==> config.mk <==
export PLATFORM = sky130hd
export DESIGN_NAME = gbr_out_fifo_flat
export DESIGN_NICKNAME = d
export VERILOG_FILES = /design/src/hdl/gbr_pkg.sv /design/src/hdl/gbr_channels_if.sv /design/src/hdl/gbr_out_fifo.sv /design/src/flat_wrapper.sv
export SDC_FILE = /design/constraint.sdc
export NUM_CORES = 1
export LEC_CHECK = 0
export ABC_CLOCK_PERIOD_IN_PS = 3900
export BUFFER_PORTS_ARGS = -buffer_cell sky130_fd_sc_hd__buf_2
export CAP_MARGIN = 20
export CORE_ASPECT_RATIO = 0.5
export CORE_MARGIN = 2
export CORE_UTILIZATION = 61
export DETAILED_ROUTE_END_ITERATION = 10
export PLACE_DENSITY = 0.79
export SYNTH_ARGS = -nofsm -noshare
export SYNTH_HDL_FRONTEND = slang
export SYNTH_SLANG_ARGS = --single-unit
==> constraint.sdc <==
create_clock -name i_clk -period 3.9 [get_ports i_clk]
set_input_delay 0.78 -clock i_clk [delete_from_list [all_inputs] [get_ports i_clk]]
set_output_delay 0.78 -clock i_clk [all_outputs]
set_load 0.005 [all_outputs]
==> src/hdl/gbr_pkg.sv <==
// ============================================================================
// gbr_pkg
// Types, register codes and the elaboration-time Gaussian weight builder
// shared by the RGBA blur block.
// ============================================================================
package gbr_pkg;

    localparam int PIX_W      = 8;
    localparam int FW_W       = 11;
    localparam int FH_W       = 16;
    localparam int CFG_DATA_W = 16;
    localparam int CFG_IDX_W  = 1;

    // Largest window the builder supports (radius 7 gives 15 x 15)
    localparam int MAX_WIN    = 15;
    localparam int MAX_TAPS   = MAX_WIN * MAX_WIN;
    localparam int ROM_W      = 32;
    localparam int SERIES_TERMS = 40;
    localparam int ONE_SHIFT  = 30;

    typedef enum logic [CFG_IDX_W-1:0] {
        CFG_FRAME_WIDTH  = 1'b0,
        CFG_FRAME_HEIGHT = 1'b1
    } t_cfg_index;

    typedef struct packed {
        logic [PIX_W-1:0] a;
        logic [PIX_W-1:0] b;
        logic [PIX_W-1:0] g;
        logic [PIX_W-1:0] r;
    } t_pixel;

    typedef struct packed {
        logic valid;
        logic last;
    } t_item_ctl;

    typedef struct packed {
        logic [PIX_W-1:0] red;
        logic [PIX_W-1:0] green;
        logic [PIX_W-1:0] blue;
        logic [PIX_W-1:0] alpha;
        logic             last;
    } t_result;

    typedef logic [MAX_TAPS-1:0][ROM_W-1:0] t_weight_rom;

    // Shift-subtract quotient, evaluated only while elaborating
    function automatic logic [63:0] udiv64(input logic [63:0] num,
                                           input logic [63:0] den);
        logic [63:0] quo;
        logic [64:0] rem;
        quo = '0;
        rem = '0;
        for (int b = 63; b >= 0; b--) begin
            rem = {rem[63:0], num[b]};
            if (rem >= {1'b0, den}) begin
                rem    = rem - {1'b0, den};
                quo[b] = 1'b1;
            end
        end
        return quo;
    endfunction

    // exp(-p/q) in Q30 from a truncated Taylor series
    function automatic logic [63:0] exp_neg_q30(input logic [63:0] p,
                                                input logic [63:0] q);
        logic [63:0] term;
        logic [63:0] pos;
        logic [63:0] neg;
        term = 64'd1 << ONE_SHIFT;
        pos  = term;
        neg  = '0;
        for (int k = 1; k <= SERIES_TERMS; k++) begin
            term = udiv64(term * p, q * 64'(k));
            if ((k & 1) != 0) begin
                neg = neg + term;
            end else begin
                pos = pos + term;
            end
        end
        return (pos > neg) ? pos - neg : 64'd0;
    endfunction

    // Normalized 2-D Gaussian weights, row-major over the window
    function automatic t_weight_rom gauss_rom(input int radius, input int coef_bits);
        t_weight_rom rom;
        logic [63:0] g [MAX_WIN];
        logic [63:0] s;
        logic [63:0] q;
        logic [63:0] pr;
        int          d;
        int          win;
        rom = '0;
        win = 2 * radius + 1;
        q   = 64'(radius * radius);
        if (q < 64'd4) begin
            q = 64'd4;
        end
        s = '0;
        for (int i = 0; i < MAX_WIN; i++) begin
            g[i] = '0;
        end
        for (int i = 0; i < win; i++) begin
            d    = i - radius;
            g[i] = exp_neg_q30(64'(2 * d * d), q);
            s    = s + g[i];
        end
        if (s == '0) begin
            s = 64'd1;
        end
        for (int i = 0; i < win; i++) begin
            for (int j = 0; j < win; j++) begin
                pr = udiv64(g[i] * g[j], s);
                rom[i * win + j] = ROM_W'(udiv64((pr << coef_bits) + (s >> 1), s));
            end
        end
        return rom;
    endfunction

endpackage

==> src/hdl/gbr_channels_if.sv <==


interface gbr_pix_out_if;
    logic       valid;
    logic       ready;
    logic [7:0] red_out;
    logic [7:0] green_out;
    logic [7:0] blue_out;
    logic [7:0] alpha_out;
    logic       frame_last;

    modport source (output valid, output red_out, output green_out, output blue_out,
                    output alpha_out, output frame_last, input ready);
    modport sink   (input valid, input red_out, input green_out, input blue_out,
                    input alpha_out, input frame_last, output ready);
endinterface


==> src/hdl/gbr_out_fifo.sv <==
// ============================================================================
// gbr_out_fifo
// Result queue with slot reservation: a slot is taken when an item that will
// produce a result is accepted, so the pipeline never has to stall.
// ============================================================================
module gbr_out_fifo #(
    parameter int DEPTH = 16
) (
    input  logic                  i_clk,
    input  logic                  i_rst_n,
    input  logic                  i_reserve,
    input  logic                  i_push,
    input  gbr_pkg::t_result      i_result,
    output logic                  o_has_room,
    gbr_pix_out_if.source         o_pix
);
    import gbr_pkg::*;

    localparam int PTRW = $clog2(DEPTH);
    localparam int CNTW = $clog2(DEPTH + 1);

    t_result         r_mem [DEPTH];
    logic [PTRW-1:0] r_wr_ptr;
    logic [PTRW-1:0] r_rd_ptr;
    logic [CNTW-1:0] r_count;
    logic [CNTW-1:0] r_used;
    logic [CNTW-1:0] n_count;
    logic [CNTW-1:0] n_used;
    logic            pop;
    t_result         head;

    assign pop  = o_pix.valid && o_pix.ready;
    assign head = r_mem[r_rd_ptr];

    always_comb begin
        n_count = r_count + CNTW'(i_push) - CNTW'(pop);
        n_used  = r_used + CNTW'(i_reserve) - CNTW'(pop);
    end

    always_ff @(posedge i_clk) begin
        if (!i_rst_n) begin
            r_wr_ptr <= '0;
            r_rd_ptr <= '0;
            r_count  <= '0;
            r_used   <= '0;
        end else begin
            r_count <= n_count;
            r_used  <= n_used;
            if (i_push) begin
                r_wr_ptr <= r_wr_ptr + PTRW'(1);
            end
            if (pop) begin
                r_rd_ptr <= r_rd_ptr + PTRW'(1);
            end
        end
    end

    always_ff @(posedge i_clk) begin
        if (i_push) begin
            r_mem[r_wr_ptr] <= i_result;
        end
    end

    assign o_has_room       = r_used != CNTW'(DEPTH);
    assign o_pix.valid      = r_count != '0;
    assign o_pix.red_out    = head.red;
    assign o_pix.green_out  = head.green;
    assign o_pix.blue_out   = head.blue;
    assign o_pix.alpha_out  = head.alpha;
    assign o_pix.frame_last = head.last;

endmodule

==> src/flat_wrapper.sv <==
// flat-port wrapper written by rule: the top's interface ports become plain ports
module gbr_out_fifo_flat import gbr_pkg::*;
#(
    parameter int DEPTH = 16
)
  (i_clk, i_rst_n, i_reserve, i_push, i_result, o_has_room, o_pix_valid, o_pix_red_out, o_pix_green_out, o_pix_blue_out, o_pix_alpha_out, o_pix_frame_last, o_pix_ready);
  gbr_pix_out_if o_pix_i ();
  input  logic i_clk;
  input  logic i_rst_n;
  input  logic i_reserve;
  input  logic i_push;
  input  gbr_pkg::t_result i_result;
  output logic o_has_room;
  output wire logic [$bits(o_pix_i.valid)-1:0] o_pix_valid;
  output wire logic [$bits(o_pix_i.red_out)-1:0] o_pix_red_out;
  output wire logic [$bits(o_pix_i.green_out)-1:0] o_pix_green_out;
  output wire logic [$bits(o_pix_i.blue_out)-1:0] o_pix_blue_out;
  output wire logic [$bits(o_pix_i.alpha_out)-1:0] o_pix_alpha_out;
  output wire logic [$bits(o_pix_i.frame_last)-1:0] o_pix_frame_last;
  input wire logic [$bits(o_pix_i.ready)-1:0] o_pix_ready;
  assign o_pix_valid = o_pix_i.valid;
  assign o_pix_red_out = o_pix_i.red_out;
  assign o_pix_green_out = o_pix_i.green_out;
  assign o_pix_blue_out = o_pix_i.blue_out;
  assign o_pix_alpha_out = o_pix_i.alpha_out;
  assign o_pix_frame_last = o_pix_i.frame_last;
  assign o_pix_i.ready = o_pix_ready;
  gbr_out_fifo #(.DEPTH(DEPTH)) u_core (.i_clk(i_clk), .i_rst_n(i_rst_n), .i_reserve(i_reserve), .i_push(i_push), .i_result(i_result), .o_has_room(o_has_room), .o_pix(o_pix_i));
endmodule
==> impl_metrics.yaml <==
status:
  status: "complete, no violations"
yosys:
  synth_seq_cells: 550
  synth_common_cells: "edfxtp_1 (528), mux4_2 (114), a22oi_1 (66)"
  yosys-top-cells-area: "edfxtp_1 (75%), mux4_2 (12%), a22oi_1 (2.3%), mux4_1 (2.2%), dfxtp_1 (2.1%)"
  synth_most_common_cell: "edfxtp_1"
  synth_cell_type_count: 33
  synth_warnings: 0
  netlist_instances: 947
  synthesis.area_um2: 21100
  synth_edf_count: 528
  async_flop_share: 0
  synth_top_area_frac: 0.752
  synthFlopType: "edfxtp_1"
  synth-seq-area-share: 0.773
  synth_area_leader_cell: "edfxtp_1"
  syn_nets: 1004
  syn_avg_cell_area_um2: 22.3
global_route:
  antenna_found_initial: 0
  grt_usage: 0.260
  grt_max_degree: 61
  grt_pass1_vias: 10500
  grt_overflow: 0
  grt_first_pass_wirelength_um: 66700
worst_hold_path:
  hold_class: "in2reg"
placed_design:
  place_congestion: 0.729
  dp_hpwl_um: 24100
  io_buffers: 72
sta:
  setup_tns_ns: 0
  maxSlewViolCount: 0
  hold_viol: 0
  max_freq_mhz: 304
  skew_ns: 0.0240
  setup_viol: 0
  rsz0062_at_grt: "false"
  relSlewSlack: 0.503
  tightest_slew_ns: 0.744
  period_share: 0.843
  period_minus_slack_ns: 3.29
power_and_ir_drop:
  power.total_mw: 13.3
  power.leakage_nw: 7.50
  ir_drop_mv: 0.430
  p_per_area_nw_per_um2: 570
floorplanning:
  die_w_um: 267
  start_util: 0.616
  ios: 73
  core_area_um2: 34200
  die_h_um: 135
  die_area_um2: 36200
  core.rowCount: 48
clocking:
  clockBufferDepth: 3
  cts_sinks: 550
  ctsHoldBuffers: 0
  worstSkewPairLatency_ns: 0.57
  numCtsBuffers: 45
  cts-root-buf: "clkbuf_16"
  ctsResizeCount: 0
  post-cts-setup-buffers: 0
  cts_tree: "done"
  clk_pin_slew_worst_paths_ns: 0.06
  htreeDepth: 2
finish:
  num-nets-final: 1107
  antennaDiodeCount: 0
  area_growth_pct: 11.0
  drive_gt1_frac: 0.271
critical_path:
  worstPathArrival_ns: 2.51
  path_class: "reg2out"
  required_ns: 3.12
  cp_max_fo: 27
  crit_path_end_kind: "output pin"
  startpoint_type: "register"
drt:
  wl_per_cell_um: 29.5
  vias: 10100
  drt-initial-drc-count: 1180
  drc: 0
  ant_nets: 0
  wl_um: 45200
  viasPerCell: 6.61
  drt_pass1_iterations: 6
run:
  drv_cap: 0
-- kinds of logic (layout without fill, tap and decap cells) --
group / Yosys count / in the layout / synth area share
multiplexers: 133 / 133 / 0.145
adder cells (fa/ha/maj): 19 / 19 / 0.0120
AND/OR/NAND/NOR: 90 / 90 / 0.0206
buffers and inverters: 68 / 205 / 0.0192
flip-flops: 550 / 550 / 0.773
AO/OA/AOI/OAI: 75 / 75 / 0.0259
XOR/XNOR: 12 / 12 / 0.00498
-- cell type report --
type                       instances  area (um^2)
fill                            1987        10800
inverter                          20         75.1
timing repair buffer             104          701
multi-input combinational        329         4430
tap                              450          563
clock buffer                      64         1230
clock inverter                    17          108
sequential                       550        16300
-- state kept, by name, summed over array words and instances (netlist names), named ones only --
register,count
u_core.r_rd_ptr,4
u_core.r_mem,528
u_core.r_wr_ptr,4
u_core.r_count,5
u_core.r_used,5
-- through the flow --
stage	hold WS (ns)	cell area [um^2]	cells	utilization	setup slack, ns
floorplan	0.463	21100	947	-	1.14
global placement	0.470	22100	1453	0.645	1.07
detailed placement	0.483	22100	1453	0.645	0.834
CTS	0.468	23400	1534	0.684	0.576
global route	0.497	23400	1534	0.684	0.489
finish	0.489	23400	1534	0.684	0.612
-- worst paths after layout --
| path | startpoint | to | slack (ns) | cells after the start |
|---|---|---|---|---|
| max | register | o_pix_red_out[4] | 0.61 | 5 |
| min | i_rst_n | u_core.r_count[0] | 0.49 | 2 |
| max reg2reg | u_core.r_count[3] | u_core.r_used[4] | 0.83 | 14 |
| min reg2reg | u_core.r_rd_ptr[1] | register | 0.51 | 2 |
-- where the power goes --
| group | switching (mW) | internal, mW |
|---|---|---|
| Sequential | 0.114 | 6.60 |
| Clock | 1.99 | 2.26 |
| Combinational | 1.13 | 1.25 |
-- critical path, cell delays in order, from the launching register on --
cell	delay, ns
dfxtp_4	0.62
buf_4	0.45
mux4_2	0.36
a22oi_1	0.25
nand2_1	0.10
buf_2	0.15
-- routing by layer --
metal | GRT usage | wire length (um) | share of wire
met2 | 0.410 | 21900 | 0.48
met5 | 0 | 0 | 0
met3 | 0.0567 | 4220 | 0.093
met1 | 0.372 | 17900 | 0.40
met4 | 0.0811 | 1180 | 0.026
-- placed cells by master (no fill, tap or decap), types with 5 or more instances in the layout --
cell         n
edfxtp_1   528
clkbuf_16   45
mux4_2     114
buf_2       72
ha_1        17
xor2_1       7
and2_2      17
clkinv_1    12
a21oi_1      5
mux4_1      18
a22oi_1     66
dfxtp_1     20
nand2_1     37
buf_12       8
xnor2_1      5
nor2_1      15
buf_4       24
clkbuf_1    16
inv_1       19
No activity file was read; power rests on OpenSTA's default activity.
